`config.mk`:
```
export PLATFORM = sky130hd
export DESIGN_NAME = touch_frame_parser
export DESIGN_NICKNAME = d
export VERILOG_FILES = /design/src/rtl/core/tfp_pkg.sv /design/src/rtl/core/tfp_digit.sv /design/src/rtl/core/touch_frame_parser.sv
export SDC_FILE = /design/constraint.sdc
export NUM_CORES = 1
export LEC_CHECK = 0
export ABC_AREA = 1
export BUFFER_PORTS_ARGS = -buffer_cell sky130_fd_sc_hd__buf_2
export CAP_MARGIN = 10
export CORE_AREA = 2 2 180 182
export CTS_CLUSTER_DIAMETER = 40
export DETAILED_ROUTE_END_ITERATION = 6
export DIE_AREA = 0 0 182 184
export PLACE_DENSITY = 0.87
export SLEW_MARGIN = 20
export SYNTH_ARGS = -nofsm -noshare
export SYNTH_HDL_FRONTEND = slang
export SYNTH_SLANG_ARGS = --single-unit
```
`constraint.sdc`:
```
create_clock -name clk -period 6.03 [get_ports clk]
set_input_delay 1.206 -clock clk [delete_from_list [all_inputs] [get_ports clk]]
set_output_delay 1.206 -clock clk [all_outputs]
set_load 0.05 [all_outputs]
```
`src/rtl/core/tfp_pkg.sv`:
```
package tfp_pkg;

  localparam int MAX_PAYLOAD = 15;
  localparam int FIELD_CHARS = 5;

  // Hunt states.
  localparam logic [3:0] HS_S    = 4'd0;
  localparam logic [3:0] HS_E    = 4'd1;
  localparam logic [3:0] HS_G    = 4'd2;
  localparam logic [3:0] HS_3    = 4'd3;
  localparam logic [3:0] HS_6    = 4'd4;
  localparam logic [3:0] HS_0    = 4'd5;
  localparam logic [3:0] HS_ID   = 4'd6;
  localparam logic [3:0] HS_LEN  = 4'd7;
  localparam logic [3:0] HS_DATA = 4'd8;

  // Number parse phases.
  localparam logic [1:0] PH_SPACES = 2'd0;
  localparam logic [1:0] PH_DIGITS = 2'd1;
  localparam logic [1:0] PH_DONE   = 2'd3;

  localparam logic [7:0] CH_SPACE = 8'h20;
  localparam logic [7:0] CH_PLUS  = 8'h2B;
  localparam logic [7:0] CH_MINUS = 8'h2D;
  localparam logic [7:0] CH_COMMA = 8'h2C;
  localparam logic [7:0] CH_ZERO  = 8'h30;
  localparam logic [7:0] CH_ONE   = 8'h31;
  localparam logic [7:0] CH_THREE = 8'h33;
  localparam logic [7:0] CH_NINE  = 8'h39;
  localparam logic [7:0] FRAME_ID = 8'h01;

  // floor(n / 5) = (n * Y_RECIP) >> Y_SHIFT for every n below 2**22.
  localparam logic [19:0] Y_RECIP = 20'd838861;
  localparam int          Y_SHIFT = 22;

  localparam int COORD_W = 17;

  typedef struct packed {
    logic [1:0]         phase;
    logic [COORD_W-1:0] acc;
  } parse_t;

  function automatic logic [7:0] header_char(input logic [2:0] idx);
    logic [7:0] ch;
    case (idx)
      3'd0: ch = 8'h73;
      3'd1: ch = 8'h65;
      3'd2: ch = 8'h67;
      3'd3: ch = 8'h33;
      3'd4: ch = 8'h36;
      3'd5: ch = 8'h30;
      default: ch = 8'h00;
    endcase
    return ch;
  endfunction

endpackage

```
`src/rtl/core/tfp_digit.sv`:
```
module tfp_digit
  import tfp_pkg::*;
(
  input  parse_t     cur,
  input  logic [7:0] ch,
  output parse_t     nxt
);

  logic        is_digit;
  logic [20:0] times_ten;

  assign is_digit  = (ch >= CH_ZERO) && (ch <= CH_NINE);
  // acc * 10 + digit, kept to the coordinate width.
  assign times_ten = {1'b0, cur.acc, 3'b000} + {3'b000, cur.acc, 1'b0}
                   + {17'd0, ch[3:0]};

  always_comb begin
    nxt = cur;
    case (cur.phase)
      PH_SPACES: begin
        if (ch == CH_SPACE) begin
          nxt = cur;
        end else if (ch == CH_PLUS || ch == CH_MINUS) begin
          nxt.phase = PH_DIGITS;
        end else if (is_digit) begin
          nxt.acc   = {13'd0, ch[3:0]};
          nxt.phase = PH_DIGITS;
        end else begin
          nxt.phase = PH_DONE;
        end
      end
      PH_DIGITS: begin
        if (is_digit) begin
          nxt.acc = times_ten[COORD_W-1:0];
        end else begin
          nxt.phase = PH_DONE;
        end
      end
      default: nxt = cur;
    endcase
  end

endmodule

```
`src/rtl/core/touch_frame_parser.sv`:
```
// Touch frame parser.
// The input channel (s_*) carries one received serial byte per item. The
// parser hunts for the header "seg360", then an ID byte of 0x01 and a length
// byte of 1 to 15, and then collects that many payload bytes of the form
// "x,y,p". Any header, ID or length mismatch drops the byte and restarts
// the hunt.
// The output channel (m_*) carries one item per completed frame: scaled x
// and y, the pressure code and a touching flag in tuser. When the pen code
// is not '1' or '3' the item is all zeros.
// Throughput is one byte per cycle until a stalled receiver has filled the
// stages. The result of a frame passes these registers in order on its way
// to the output channel: the input register holds the byte, the parse logic
// loads the frame stage, a scaling stage follows, and the divide-by-five
// multiply feeds the output register.
// Each stage holds its item while the next one is full, so a stalled
// receiver fills the stages one by one before s_tready drops; bubbles are
// squeezed out. Reset empties every stage, returns the hunt to waiting for
// 's' and sets the pen code to '0'.
module touch_frame_parser
  import tfp_pkg::*;
(
  input  logic        clk,
  input  logic        rst,
  input  logic        s_tvalid,
  output logic        s_tready,
  input  logic [7:0]  s_tdata,   // [7:0] rx_byte
  output logic        m_tvalid,
  input  logic        m_tready,
  output logic [39:0] m_tdata,   // [16:0] x_pos, [33:17] y_pos, [35:34] pressure, zeros above
  output logic        m_tuser    // [0] touching
);

  // Stage 1: input register.
  logic       v1;
  logic [7:0] b1;

  // Stage 2: captured frame result.
  logic               v2;
  logic [COORD_W-1:0] xa2;
  logic [COORD_W-1:0] ya2;
  logic [1:0]         pr2;
  logic               t2;

  // Stage 3: x scaled, y times six.
  logic               v3;
  logic [COORD_W-1:0] x3;
  logic [19:0]        y3;
  logic [1:0]         pr3;
  logic               t3;

  // Stage 4: output register.
  logic [COORD_W-1:0] x_pos;
  logic [COORD_W-1:0] y_pos;
  logic [1:0]         pressure;
  logic               touching;

  logic ready2;
  logic ready3;
  logic ready4;
  logic take1;

  // Parser state.
  logic [3:0] hunt;
  logic [3:0] hunt_next;
  logic [3:0] left;
  logic [3:0] left_next;
  logic [3:0] left_dec;
  logic [1:0] fnum;
  logic [1:0] fnum_next;
  logic [2:0] fcc;
  logic [2:0] fcc_next;
  parse_t     xs;
  parse_t     xs_next;
  parse_t     ys;
  parse_t     ys_next;
  parse_t     x_fed;
  parse_t     y_fed;
  logic [7:0] pen;
  logic [7:0] pen_next;
  logic       frame_done;
  logic       touch_next;

  logic [19:0] x_times5;
  logic [19:0] y_times6;
  logic [39:0] y_prod;

  assign ready4   = !m_tvalid || m_tready;
  assign ready3   = !v3 || ready4;
  assign ready2   = !v2 || ready3;
  assign s_tready = !v1 || ready2;
  assign take1    = v1 && ready2;

  always_ff @(posedge clk) begin
    if (rst) begin
      v1 <= 1'b0;
    end else if (s_tready) begin
      v1 <= s_tvalid;
    end
    if (s_tready) begin
      b1 <= s_tdata;
    end
  end

  tfp_digit u_x_digit (.cur(xs), .ch(b1), .nxt(x_fed));
  tfp_digit u_y_digit (.cur(ys), .ch(b1), .nxt(y_fed));

  assign left_dec = (left != 4'd0) ? left - 4'd1 : left;

  always_comb begin
    hunt_next  = hunt;
    left_next  = left;
    fnum_next  = fnum;
    fcc_next   = fcc;
    xs_next    = xs;
    ys_next    = ys;
    pen_next   = pen;
    frame_done = 1'b0;
    case (hunt)
      HS_S, HS_E, HS_G, HS_3, HS_6, HS_0: begin
        if (b1 == header_char(hunt[2:0])) begin
          hunt_next = hunt + 4'd1;
        end else begin
          hunt_next = HS_S;
        end
      end
      HS_ID: begin
        hunt_next = (b1 == FRAME_ID) ? HS_LEN : HS_S;
      end
      HS_LEN: begin
        if (b1 >= 8'd1 && b1 <= 8'(MAX_PAYLOAD)) begin
          left_next = b1[3:0];
          fnum_next = 2'd0;
          fcc_next  = 3'd0;
          xs_next   = '{phase: PH_SPACES, acc: '0};
          ys_next   = '{phase: PH_SPACES, acc: '0};
          hunt_next = HS_DATA;
        end else begin
          hunt_next = HS_S;
        end
      end
      HS_DATA: begin
        if (b1 == CH_COMMA) begin
          if (fnum != 2'd3) begin
            fnum_next = fnum + 2'd1;
          end
          fcc_next = 3'd0;
        end else if (fnum == 2'd2) begin
          pen_next = b1;
        end else if (fnum < 2'd2 && fcc < 3'(FIELD_CHARS)) begin
          if (fnum == 2'd0) begin
            xs_next = x_fed;
          end else begin
            ys_next = y_fed;
          end
          fcc_next = fcc + 3'd1;
        end
        left_next = left_dec;
        if (left_dec == 4'd0) begin
          hunt_next  = HS_S;
          frame_done = 1'b1;
        end
      end
      default: hunt_next = HS_S;
    endcase
  end

  assign touch_next = (pen_next == CH_ONE) || (pen_next == CH_THREE);

  always_ff @(posedge clk) begin
    if (rst) begin
      hunt <= HS_S;
      left <= 4'd0;
      fnum <= 2'd0;
      fcc  <= 3'd0;
      xs   <= '{phase: PH_SPACES, acc: '0};
      ys   <= '{phase: PH_SPACES, acc: '0};
      pen  <= CH_ZERO;
    end else if (take1) begin
      hunt <= hunt_next;
      left <= left_next;
      fnum <= fnum_next;
      fcc  <= fcc_next;
      xs   <= xs_next;
      ys   <= ys_next;
      pen  <= pen_next;
    end
  end

  // Stage 2 captures the accumulators of a finished frame, zeroed when the
  // pen is up so that the scaled values come out as zero too.
  always_ff @(posedge clk) begin
    if (rst) begin
      v2 <= 1'b0;
    end else if (ready2) begin
      v2 <= take1 && frame_done;
    end
    if (ready2) begin
      xa2 <= touch_next ? xs_next.acc : '0;
      ya2 <= touch_next ? ys_next.acc : '0;
      pr2 <= touch_next ? pen_next[1:0] : 2'd0;
      t2  <= touch_next;
    end
  end

  // x * 1280 / 1024 is x * 5 / 4; y * 720 / 600 is y * 6 / 5.
  assign x_times5 = {1'b0, xa2, 2'b00} + {3'b000, xa2};
  assign y_times6 = {1'b0, ya2, 2'b00} + {2'b00, ya2, 1'b0};

  always_ff @(posedge clk) begin
    if (rst) begin
      v3 <= 1'b0;
    end else if (ready3) begin
      v3 <= v2;
    end
    if (ready3) begin
      x3  <= x_times5[18:2];
      y3  <= y_times6;
      pr3 <= pr2;
      t3  <= t2;
    end
  end

  assign y_prod = y3 * Y_RECIP;

  always_ff @(posedge clk) begin
    if (rst) begin
      m_tvalid <= 1'b0;
    end else if (ready4) begin
      m_tvalid <= v3;
    end
    if (ready4) begin
      x_pos    <= x3;
      y_pos    <= y_prod[Y_SHIFT+COORD_W-1:Y_SHIFT];
      pressure <= pr3;
      touching <= t3;
    end
  end

  assign m_tdata = {4'd0, pressure, y_pos, x_pos};
  assign m_tuser = touching;

endmodule

```
==> Word level (Yosys, flattened, before mapping) <==
Cells that the tools add are included.
{ "word_totals": {"ff_bits": 185, "in_bits": 12, "out_inout_bits": 43, "elab_cells": 164} }
{ "classes": {"add_sub_neg": 10, "n_mul": 1, "n_lt_le_gt_ge": 6, "n_eq_ne": 42, "muxes": 49, "n_reduce_logical": 30} }
{ "op_table": {"columns": ["op", "count"], "rows": [
  ["$mux W19", 12],
  ["$pmux W19 S2", 4],
  ["$mux W17", 6],
  ["$eq A8 B6 Y1 const B", 6],
  ["$pmux W7 S6", 1],
  ["$mul A20 B20 Y39 const B", 1],
  ["$add A17 B17 Y17", 2],
  ["$add A17 B4 Y17", 2],
  ["$mux W8", 4],
  ["$add A19 B18 Y20", 1],
  ["$mux W4", 5],
  ["$ne A2 B2 Y1 const B", 10],
  ["$reduce_and A10 Y1", 2],
  ["$add A19 B17 Y19", 1],
  ["$ne A3 B3 Y1 const B", 6],
  ["$eq A4 B3 Y1 const B", 4],
  ["$pmux W4 S4", 1],
  ["$mux W3", 5],
  ["$mux W2", 6],
  ["$reduce_and A5 Y1", 2],
  ["$eq A4 B2 Y1 const B", 2],
  ["$eq A8 B1 Y1 const B", 1],
  ["$eq A8 B8 Y1", 1],
  ["$ge A8 B1 Y1 const B", 1],
  ["32 further kinds", 52]
]} }

==> Longest topological paths before layout <==
Gate-level depths: netlist (run 1).
{ "depth": {"ltp_word": 11, "ltp_mapped": 24, "mapped_depth_nobuf": 24} }

==> By module <==
A second synthesis (run 1) with hierarchy kept.
{ "hier_totals": {"cells_unflattened": 2449, "hier_area_um2": 19643.8} }
{ "modules_own_cells": {"columns": ["mod", "n_inst", "cells_per_inst", "area_per_inst_um2", "seq_area_each_um2"], "rows": [
  ["touch_frame_parser", 1, 1819, 16395.7, 4894.7],
  ["tfp_digit", 2, 315, 1624.1, 0.0]
]} }

==> Worst setup path after synthesis (run 1) <==
No wires, ideal clock.
{ "synth_timing": {"path_type": "register to register", "start": "register y3[9]", "end": "register y_pos[12] (data pin)", "setup_ps": 252, "arrival_time_ps": 4999, "required_time_ps": 5778, "path_slack_ps": 778, "path_stages_with_launch": 21, "n_path_buf": 0, "cell_sequence": "edfxtp_1 ha_1 inv_1 fa_1 inv_1 fa_1 fa_1 inv_1 fa_1 inv_1 fa_1 ha_1 ha_1 a21oi_1 o21ai_0 a21oi_1 nor2_1 a211oi_1 nand2_1 nand2_1 nand2_1"} }
{ "synth_between": {"elab_chain_len": 1} }
{ "synth_lines": {"columns": ["item", "line_no", "source"], "rows": [
  ["start, declared", "touch_frame_parser.sv:47", "logic [19:0] y3;"],
  ["start signal, assigned", "touch_frame_parser.sv:217", "y3 <= y_times6;"],
  ["$mul A20 B20 Y39", "touch_frame_parser.sv:223", "assign y_prod = y3 * Y_RECIP;"],
  ["net y_prod[34]", "touch_frame_parser.sv:85", "logic [39:0] y_prod;"],
  ["end signal, assigned", "touch_frame_parser.sv:233", "y_pos <= y_prod[Y_SHIFT+COORD_W-1:Y_SHIFT];"],
  ["end, declared", "touch_frame_parser.sv:53", "logic [COORD_W-1:0] y_pos;"]
]} }
The timed path passes the listed nets, and every way through them passes these cells.
A chain may end at the register's enable or synchronous reset.

==> Final worst setup path (run 1) <==
{ "layout_timing": {"start": "register y3[9]", "end": "register y_pos[14] (data pin)"} }
Same word-level chain as after synthesis.

==> reports/metrics.yaml, run 1 <==
critical_path:
  critical_path_required_ns: 6.26
  slowest_delay_ns: 0.53
  crit_type: "reg2reg"
  critPathMaxFanout: 5
  arrival_ns: 5.97
  path_cells: "ha_1 > inv_1 > fa_1 > inv_1 > fa_1 > fa_1 > inv_1 > fa_1 > inv_1 > fa_1 > ha_1 > ha_1 > a21oi_1 > o21ai_0 > a21oi_1 > nor2_1 > a211oi_1 > nand2_1 > nand2_1 > nand2_1"
  cp-start-kind: "register"
  cp-end-kind: "register"
  cpMaxStageDelayCell: "fa_1"
  cp_common_cell: "fa_1"
global_route:
  grt_start_max_net_pins: 51
  grt_pass1_vias: 15100
  grt_pass1_wl_um: 75600
  grt_use_total: 0.286
  antenna_found_initial: 0
  overflow: 0
power_and_ir_drop:
  clkPwrFrac: 0.369
  switchingPower_uw: 905
  ir_worst_vdd_uv: 196
  internal-power_mw: 2.13
  p_comb_frac: 0.166
  p_per_area_nw_per_um2: 152
  swShare: 0.298
  seqPwrFrac: 0.465
  p_leak_nw: 10.9
sta:
  worstMarginPinSlew_ns: 0.953
  rsz0062_at_grt: "no"
  finalSetupViolations: 0
  timing.final.crit_share: 0.952
  relSlewSlack: 0.363
  finalCriticalPeriod_ns: 5.74
  fmax_mhz: 174
  setup-tns-final_ns: 0
  finClkSkew_ns: 0.0130
  hold_viol: 0
  drv_slew: 0
yosys:
  ys_ff_latch: 184
  synthArstFlopShare: 0
  ys_types: 51
  syn_area_sq_um: 18700
  synth_edf_count: 121
  synth-main-ff-cell: "edfxtp_1"
  ys_seq_area_frac: 0.262
  ys_warn_count: 0
  synth_area_per_cell_sq_um: 8.34
  syn_inst: 2242
cells_and_area:
  design_area_sq_um: 20000
  drive_above_1_share: 0.0555
  diodes: 0
  nets: 2725
  syn2layout_area_growth_pct: 6.75
cts:
  cts_tree: "yes"
  h-tree-depth: 4
  hold_buffers: 0
  clk_pin_slew_ns: 0.08
  numCtsBuffers: 17
  clock_latency_ns: 0.46
  cts_sinks: 184
  cts-root-buf: "clkbuf_16"
  clock_path_buffers: 2
routing:
  detail-route-antenna-nets: 0
  drc_errors: 4
  vias: 15400
  drt_iter0_drc: 1576
  vias_per_cell: 5.69
  first_pass_iters: 7
  routed_wl_um: 46900
  routedWlPerCell_um: 17.3
placed_design:
  dp_hpwl_um: 37800
  place_area_sq_um: 19400
  port_buffers: 50
  gp_congestion: 0.954
floorplan:
  rows: 65
  io_pins: 55
  dieHeight_um: 184
  core-area_sq_um: 31400
  die_w_um: 182
  dieArea_sq_um: 33500
  start_util: 0.596
run_status:
  violations: "DRC"
  status: "complete, but fails checks"
hold_path:
  min_path_type: "reg2reg"
run:
  cap_violations: 0
-- registers in the layout, summed over array words and instances (netlist names), 2 cells and up --
signal,count
pen,8
fcc,3
hunt,4
ya2,17
pr2,2
fnum,2
b1,8
ys,19
xa2,17
pr3,2
xs,19
y_pos,17
left,4
y3,19
x3,17
x_pos,17
pressure,2
-- worst max-delay path, delay by kind of cell (launching register included) --
kind            cells  cell delay, ns
flops               1            0.52
simple gates        4            0.27
buf+inv             4            0.28
compound gates      4            0.80
fa+ha+maj           8            3.64
-- worst paths after layout --
| check | start | to | slack [ns] | cells after the start |
|---|---|---|---|---|
| max | y3[9] | y_pos[14] | 0.29 | 20 |
| min | x3[12] | x_pos[12] | 0.42 | 0 |
| max reg2reg | y3[9] | y_pos[14] | 0.29 | 20 |
| min reg2reg | x3[12] | x_pos[12] | 0.42 | 0 |
-- final cells by class --
type | instances | area [sq um]
Tap cell | 402 | 503
Sequential cell | 184 | 4890
Clock buffer | 17 | 425
Clock inverter | 15 | 143
Fill cell | 2589 | 11400
Multi-Input combinational cell | 1604 | 12100
Timing Repair Buffer | 62 | 340
Inverter | 423 | 1590
-- per-layer routing --
metal / wire length [um] / vias up / share of wire / GRT usage
met5: 0 / - / 0 / 0
met4: 1080 / 0 / 0.023 / 0.0768
met3: 2960 / 75 / 0.063 / 0.0382
met2: 22200 / 588 / 0.47 / 0.482
met1: 20700 / 7300 / 0.44 / 0.390
li1: - / 7443 / - / -
-- layout by cell type (no fill, tap or decap), drive strengths merged, types with 9 or more instances in the layout --
cell	instances
inv	430
nand2	411
ha	290
a21oi	193
nor2	161
fa	131
edfxtp	121
nand3	105
o21ai	100
dfxtp	63
buf	62
xor2	61
nor3	24
clkbuf	17
a21o	16
o211ai	15
nand4	15
xnor2	14
a211oi	10
a31oi	9
-- cells by family (layout without fill, tap and decap cells) --
logic type	count (synthesis)	in the layout	share of synthesized area
other	1	4	0.000200
flip-flops	184	184	0.262
AND/OR/NAND/NOR	731	731	0.162
XOR/XNOR	75	75	0.0351
buffers and inverters	457	517	0.0943
AO/OA/AOI/OAI	373	373	0.113
adder cells (fa/ha/maj)	421	421	0.334
-- per-stage QoR --
| stage | hold WS (ns) | cells | total power [mW] | util | setup slack [ns] |
|---|---|---|---|---|---|
| after floorplan | 0.400 | 2245 | 1.80 | - | 0.778 |
| after global placement | 0.403 | 2675 | 1.91 | 0.618 | 0.391 |
| after detailed placement | 0.405 | 2675 | 1.93 | 0.618 | 0.294 |
| after CTS | 0.420 | 2707 | 3.03 | 0.636 | 0.288 |
| after global routing | 0.425 | 2707 | 3.15 | 0.636 | 0.00975 |
| final | 0.418 | 2707 | 3.03 | 0.636 | 0.288 |
-- power by group through the flow --
stage	logic [mW]	registers [mW]	clock network, mW
floorplan	0.328	1.47	0
global placement	0.479	1.43	0
detailed placement	0.496	1.44	0
CTS	0.500	1.41	1.13
global route	0.562	1.41	1.18
finish	0.504	1.41	1.12
-- Yosys cell counts, types with 10 or more instances --
library cell	count	area share
a211oi_1	10	0.0040
a21o_1	16	0.0064
a21oi_1	179	0.048
a21oi_2	14	0.0066
clkbuf_1	20	0.0040
dfxtp_1	63	0.067
edfxtp_1	121	0.19
fa_1	131	0.14
ha_1	290	0.19
inv_1	419	0.084
nand2_1	409	0.082
nand3_1	105	0.028
nand4_1	15	0.0050
nor2_1	158	0.032
nor3_1	22	0.0059
o211ai_1	15	0.0060
o21ai_0	93	0.025
xnor2_1	14	0.0066
xor2_1	61	0.029
-- what timing repair did --
item                       in CTS  in global routing
gates resized for setup         0                  3
setup endpoints to repair       0                  4
setup buffers                   0                  0
Power figures use the tool's default switching activity.
==> inputs of run 2 (changes only) <==
--- a/config.mk
+++ b/config.mk
@@ -8,11 +8,12 @@
 export ABC_AREA = 1
 export BUFFER_PORTS_ARGS = -buffer_cell sky130_fd_sc_hd__buf_2
 export CAP_MARGIN = 10
-export CORE_AREA = 2 2 180 182
+export CORE_AREA = 2 2 197 199
 export CTS_CLUSTER_DIAMETER = 40
 export DETAILED_ROUTE_END_ITERATION = 6
-export DIE_AREA = 0 0 182 184
-export PLACE_DENSITY = 0.87
+export DIE_AREA = 0 0 199 201
+export PLACE_DENSITY = 0.76
+export REMOVE_ABC_BUFFERS = 1
 export SLEW_MARGIN = 20
 export SYNTH_ARGS = -nofsm -noshare
 export SYNTH_HDL_FRONTEND = slang
==> run 2 against run 1 <==
The run now ends clean. Clock skew is 0.0030 ns lower. Non-clock buffer count is 12 higher. Global-route usage is 3.6 points lower. Routed wire length is 3.6% higher. Worst setup slack better by 0.0049 ns. Count of clock-buffer cells in the layout is 4 higher. Sequential share of layout area is 0.30 points lower. Cell count is 4.7% higher. Core utilization is 11 points lower. Maximum frequency hardly changed. Total power hardly changed. Clock power hardly changed. Highest routed layer unchanged.
==> reports/metrics.yaml, run 2 (synthesis results as in run 1) <==
critical_path:
  arrival_ns: 5.94  # -0.03 ns
  cp-start-kind: "register"
  cp_common_cell: "fa_1"
  crit_type: "reg2reg"
  critPathMaxFanout: 5  # unchanged
  cpMaxStageDelayCell: "fa_1"
  path_cells: "ha_2 > fa_1 > inv_1 > fa_1 > fa_1 > fa_1 > inv_1 > fa_1 > ha_1 > ha_1 > nand2_1 > nor2_1 > inv_1 > nor4_1 > nand4_1 > nand3_1 > xor2_1"
  critical_path_required_ns: 6.23  # -0.03 ns
  cp_top_family: "adder cells"
  critPathBufInv: 3  # -1
  slowest_delay_ns: 0.58  # +0.05 ns
  cp-end-kind: "register"
cells_and_area:
  nets: 2737  # +0.44%
  syn2layout_area_growth_pct: 8.06
  drive_above_1_share: 0.0604  # +0.00489
  diodes: 0  # unchanged
  largestRegisters: "xs (19), y3 (19), ys (19)"
  final_cell_mix: "inv_1, nand2_1, ha_1, a21oi_1, nor2_1"
  layout_commonest_cell: "inv_1"
cts:
  numCtsBuffers: 17  # unchanged
  cts_sinks: 184  # unchanged
  cts-root-buf: "clkbuf_16"
  clock_path_buffers: 2  # unchanged
  hold_buffers: 0  # unchanged
  clock_latency_ns: 0.44  # -0.02 ns
  cts_tree: "yes"
  clk_pin_slew_ns: 0.08  # about the same
  h-tree-depth: 4  # unchanged
hold_path:
  min_path_type: "reg2reg"
placed_design:
  place_ws_ns: 0.251  # -0.0433 ns
  gp_congestion: 0.998  # +4.6%
  port_buffers: 50  # unchanged
  dp_hpwl_um: 39100  # +3.2%
global_route:
  grt_pass1_wl_um: 78800  # +4.3%
  grt_start_max_net_pins: 51  # unchanged
  grt_use_total: 0.250  # -0.0356
  overflow: 0  # unchanged
  antenna_found_initial: 0  # unchanged
  grt_pass1_vias: 15700  # +4.3%
run_status:
  status: "finished clean"
routing:
  detail-route-antenna-nets: 0  # unchanged
  vias_per_cell: 5.44  # -4.4%
  drt_iter0_drc: 1020  # -35%
  vias: 15400  # +0.16%
  routedWlPerCell_um: 17.1  # -1.1%
  routed_wl_um: 48600  # +3.6%
  drc_errors: 0  # -4
  first_pass_iters: 7  # unchanged
power_and_ir_drop:
  p_per_area_nw_per_um2: 150  # -1.2%
  p_leak_nw: 11.0  # +0.43%
  ir_worst_vdd_uv: 207  # +5.3%
floorplan:
  core-area_sq_um: 38100  # +21%
  dieArea_sq_um: 40000  # +19%
  io_pins: 55  # unchanged
  dieHeight_um: 201  # +9.2%
  start_util: 0.491  # -0.105
  die_w_um: 199  # +9.3%
  rows: 72  # +11%
sta:
  hold_viol: 0  # unchanged
  setup-tns-final_ns: 0  # unchanged
  rsz0062_at_grt: "no"
  finClkSkew_ns: 0.00999  # -0.00302 ns
  drv_slew: 0  # unchanged
  fmax_mhz: 174  # about the same
  finalCriticalPeriod_ns: 5.74  # -0.00490 ns
  worstMarginPinSlew_ns: 1.01  # +0.0557 ns
  finalSetupViolations: 0  # unchanged
  timing.final.crit_share: 0.951  # about the same
  setup_ws_ns: 0.293  # +0.00490 ns
  relSlewSlack: 0.328  # -0.0354
run:
  cap_violations: 0  # unchanged
[run 2: metal layers]
| metal | routed length [um] | track usage | share of wire |
|---|---|---|---|
| met1 | 19900 | 0.307 | 0.41 |
| met2 | 23900 | 0.437 | 0.49 |
| met3 | 2750 | 0.0380 | 0.057 |
| met4 | 1950 | 0.102 | 0.040 |
| met5 | 0 | 0 | 0 |
[run 2: path summary, 6_finish.rpt]
check,slack (ns),from,cells past startpoint,to
worst min register to register,0.42,t2,0,t3
worst max-delay path,0.29,y3[12],17,y_pos[15]
worst min-delay path,0.42,t2,0,t3
worst max register to register,0.29,y3[12],17,y_pos[15]
[run 2: per-stage QoR]
step	instance area (sq um)	hold WS, ns	instances	total power, mW	utilization
after floorplan	18500	0.400	2211	1.79	-
after global placement	19500	0.401	2791	1.93	0.513
after detailed placement	19500	0.405	2791	1.94	0.513
after CTS	20100	0.420	2823	3.04	0.528
after global routing	20200	0.424	2835	3.16	0.531
final	20200	0.419	2835	3.03	0.531
[run 2: cell type report]
cell class	instances	area, sq um
fill	3490	17900
multi-input combinational	1604	12100
sequential	184	4890
inverter	423	1590
tap	518	648
clock buffer	21	483
timing repair buffer	74	430
clock inverter	11	83.8
[run 2: report_power, final]
| group | switching (mW) | internal (mW) | leakage, nW |
|---|---|---|---|
| sequential | 0.0342 | 1.37 | 1.99 |
| combinational | 0.340 | 0.179 | 8.73 |
| clock | 0.522 | 0.583 | 0.275 |
[run 2: timing repair]
action,in CTS,in global routing
resized for setup,0,6
setup endpoints to repair,0,7
endpoints found under the hold margin,0,0
setup buffers,0,12
[run 2: worst register-to-register path: stages, from the launching register on]
cell and delay (ns):
edfxtp_1 0.54, ha_2 0.40, fa_1 0.58, inv_1 0.07, fa_1 0.53, fa_1 0.52
fa_1 0.55, inv_1 0.06, fa_1 0.49, ha_1 0.32, ha_1 0.40, nand2_1 0.11
nor2_1 0.17, inv_1 0.09, nor4_1 0.35, nand4_1 0.13, nand3_1 0.12, xor2_1 0.07
==> inputs of run 3 (changes only) <==
--- a/config.mk
+++ b/config.mk
@@ -6,7 +6,7 @@
 export NUM_CORES = 1
 export LEC_CHECK = 0
 export ABC_AREA = 1
-export BUFFER_PORTS_ARGS = -buffer_cell sky130_fd_sc_hd__buf_2
+export BUFFER_PORTS_ARGS = -buffer_cell sky130_fd_sc_hd__clkbuf_2
 export CAP_MARGIN = 10
 export CORE_AREA = 2 2 197 199
 export CTS_CLUSTER_DIAMETER = 40
==> run 3 against run 2 <==
Cell area is the same. Non-clock buffer count fell by 5. Total power up 3.5%. Worst hold slack better by 0.0024 ns. Worst setup slack worse by 0.13 ns. Sequential power about the same. Global-route usage is 0.38 points higher. Maximum frequency decreased by 2.1%. Combinational power about the same. Core utilization is the same.
==> reports/metrics.yaml, run 3 (synthesis results as in run 1) <==
cts:
  numCtsBuffers: 17  # unchanged
  clk_pin_slew_ns: 0.08  # about the same
  clock_path_buffers: 2  # unchanged
  h-tree-depth: 4  # unchanged
  cts-root-buf: "clkbuf_16"
  clock_latency_ns: 0.46  # +0.02 ns
  cts_tree: "yes"
  cts_sinks: 184  # unchanged
  hold_buffers: 0  # unchanged
critical_path:
  critPathMaxFanout: 5  # unchanged
  rr_worst_depth: 17  # unchanged
  cp-start-kind: "register"
  cp_common_cell: "fa_1"
  crit_type: "reg2reg"
  critical_path_required_ns: 6.24  # about the same
  r2r-start: "y3[10]"
  slowest_delay_ns: 0.56  # -0.02 ns
  arrival_ns: 6.07  # +0.13 ns
  path_cells: "ha_1 > fa_1 > fa_1 > fa_1 > inv_1 > fa_1 > inv_1 > fa_1 > ha_1 > ha_1 > nand2_1 > nor2_1 > inv_1 > nor4_2 > nand4_1 > nand3_1 > xor2_1"
  critPathBufInv: 3  # unchanged
  cpMaxStageDelayCell: "fa_1"
  worstSetupStartpoint: "y3[10]"
  cp_top_family: "adder cells"
  crit_cells: 17  # unchanged
  cp-end-kind: "register"
floorplan:
  die_w_um: 199  # unchanged
  start_util: 0.491  # unchanged
  dieArea_sq_um: 40000  # unchanged
  core-area_sq_um: 38100  # unchanged
  rows: 72  # unchanged
  io_pins: 55  # unchanged
  dieHeight_um: 201  # unchanged
hold_path:
  holdCritStartpoint: "x3[0]"
  holdPathStages: 0  # unchanged
  min_path_type: "reg2reg"
sta:
  setup-tns-final_ns: 0  # unchanged
  fmax_mhz: 171  # -2.1%
  finalCriticalPeriod_ns: 5.86  # +0.126 ns
  timing.final.crit_share: 0.972  # +0.0209
  finalSetupViolations: 0  # unchanged
  drv_slew: 0  # unchanged
  hold_viol: 0  # unchanged
  relSlewSlack: 0.318  # -0.00964
  worstMarginPinSlew_ns: 1.02  # +0.0116 ns
  finClkSkew_ns: 0.0228  # +0.0128 ns
power_and_ir_drop:
  p_leak_nw: 11.0  # -0.30%
  switchingPower_uw: 924  # +3.1%
  swShare: 0.294  # -0.00136
  clkPwrFrac: 0.387  # +0.022
  ir_worst_vdd_uv: 224  # +8.3%
  seqPwrFrac: 0.449  # -0.015
  internal-power_mw: 2.21  # +3.7%
  p_per_area_nw_per_um2: 155  # +3.5%
  p_comb_frac: 0.164  # -0.007
routing:
  top_layer_used: "met4"
  routedWlPerCell_um: 17.3  # +1.0%
  vias_per_cell: 5.43  # -0.15%
  wl_met2_um: 24800  # +3.5%
  drc_errors: 0  # unchanged
  drt_iter0_drc: 1033  # +1.3%
  first_pass_iters: 6  # -1
  routed_wl_um: 49000  # +0.85%
  wl_met3_um: 2600  # -5.6%
  vias: 15400  # -0.33%
  met1Wirelength_um: 20000  # +0.14%
  detail-route-antenna-nets: 0  # unchanged
global_route:
  grt_pass1_wl_um: 79800  # +1.2%
  antenna_found_initial: 0  # unchanged
  overflow: 0  # unchanged
  grt_start_max_net_pins: 51  # unchanged
  grt_use_total: 0.254  # +0.00376
  grt_pass1_vias: 15900  # +1.3%
cells_and_area:
  final_cell_mix: "inv_1, nand2_1, ha_1, a21oi_1, nor2_1"
  multiInputGateArea_sq_um: 12100  # -0.13%
  syn2layout_area_growth_pct: 8.06  # unchanged
  nets: 2732  # -0.18%
  drive_above_1_share: 0.0575  # -0.00290
  design_area_sq_um: 20200  # unchanged
  regArea_sq_um: 4890  # unchanged
  largestRegisters: "xs (19), y3 (19), ys (19)"
  layoutNonFillerInstCount: 2830  # -0.18%
  diodes: 0  # unchanged
  nFillCells: 3534  # +1.3%
  layout_commonest_cell: "inv_1"
placed_design:
  port_buffers: 50  # unchanged
  dp_hpwl_um: 39600  # +1.4%
  dp.cells: 2795  # +0.14%
  gp_congestion: 0.997  # -0.13%
  place_area_sq_um: 19600  # +0.15%
run:
  cap_violations: 0  # unchanged
run_status:
  status: "finished clean"
==> run 3: cell types whose count changed in the layout (fill, tap and decap cells not counted), sizes merged <==
| cell | previous run | this run |
|---|---|---|
| clkbuf | 21 | 68 |
| clkinv | 6 | 3 |
| inv | 426 | 427 |
| buf | 74 | 19 |
| clkinvlp | 2 | 4 |
| bufinv | 0 | 3 |
==> run 3: timing repair <==
item	CTS	global route
resized for setup	0	2
buffers inserted	0	3
endpoints found under the setup margin	0	4
hold endpoints to repair	0	0
==> run 3: cell type report <==
type,count,share of cell area
repair buffers,69,0.0194
multi-input cells,1604,0.597
inverters,423,0.0785
clock buffers,18,0.0212
clock inverters,14,0.00947
well taps,518,0.0321
flip-flops and latches,184,0.242
==> run 3: per-layer routing <==
metal	global-route usage	up-vias
met1	0.308	7359
li1	-	7451
met5	0	-
met4	0.0991	0
met3	0.0339	96
met2	0.454	474
==> run 3: path summary, 6_finish.rpt <==
path | to | slack (ns)
hold reg to reg | x_pos[0] | 0.42
setup reg to reg | y_pos[15] | 0.17
hold / removal | x_pos[0] | 0.42
setup / recovery | y_pos[15] | 0.17
==> run 3: worst reg2reg max path, stage by stage, from the launching register on <==
cell and delay [ns]:
edfxtp_1 0.51, ha_1 0.45, fa_1 0.57, fa_1 0.52, fa_1 0.55, inv_1 0.06, fa_1 0.53, inv_1 0.06
fa_1 0.50, ha_1 0.31, ha_1 0.39, nand2_1 0.11, nor2_1 0.16, inv_1 0.11, nor4_2 0.39, nand4_1 0.20
nand3_1 0.13, xor2_1 0.07
==> run 3: power groups by stage <==
stage / Sequential (mW) / Clock, mW / Combinational [mW]
after CTS: 1.41 / 1.23 / 0.514
after global placement: 1.43 / 0 / 0.499
after floorplan: 1.47 / 0 / 0.317
after detailed placement: 1.44 / 0 / 0.511
final: 1.41 / 1.21 / 0.516
after global routing: 1.41 / 1.28 / 0.575
==> run 3: stage by stage <==
stage          hold WS [ns]   util  power (mW)  setup slack, ns
2_1_floorplan         0.400      -        1.79            0.390
3_3_place_gp          0.402  0.513        1.93            0.272
3_5_place_dp          0.405  0.513        1.95            0.194
4_1_cts               0.422  0.530        3.15            0.183
5_1_grt               0.426  0.531        3.26        -0.000164
6_report              0.422  0.531        3.14            0.167
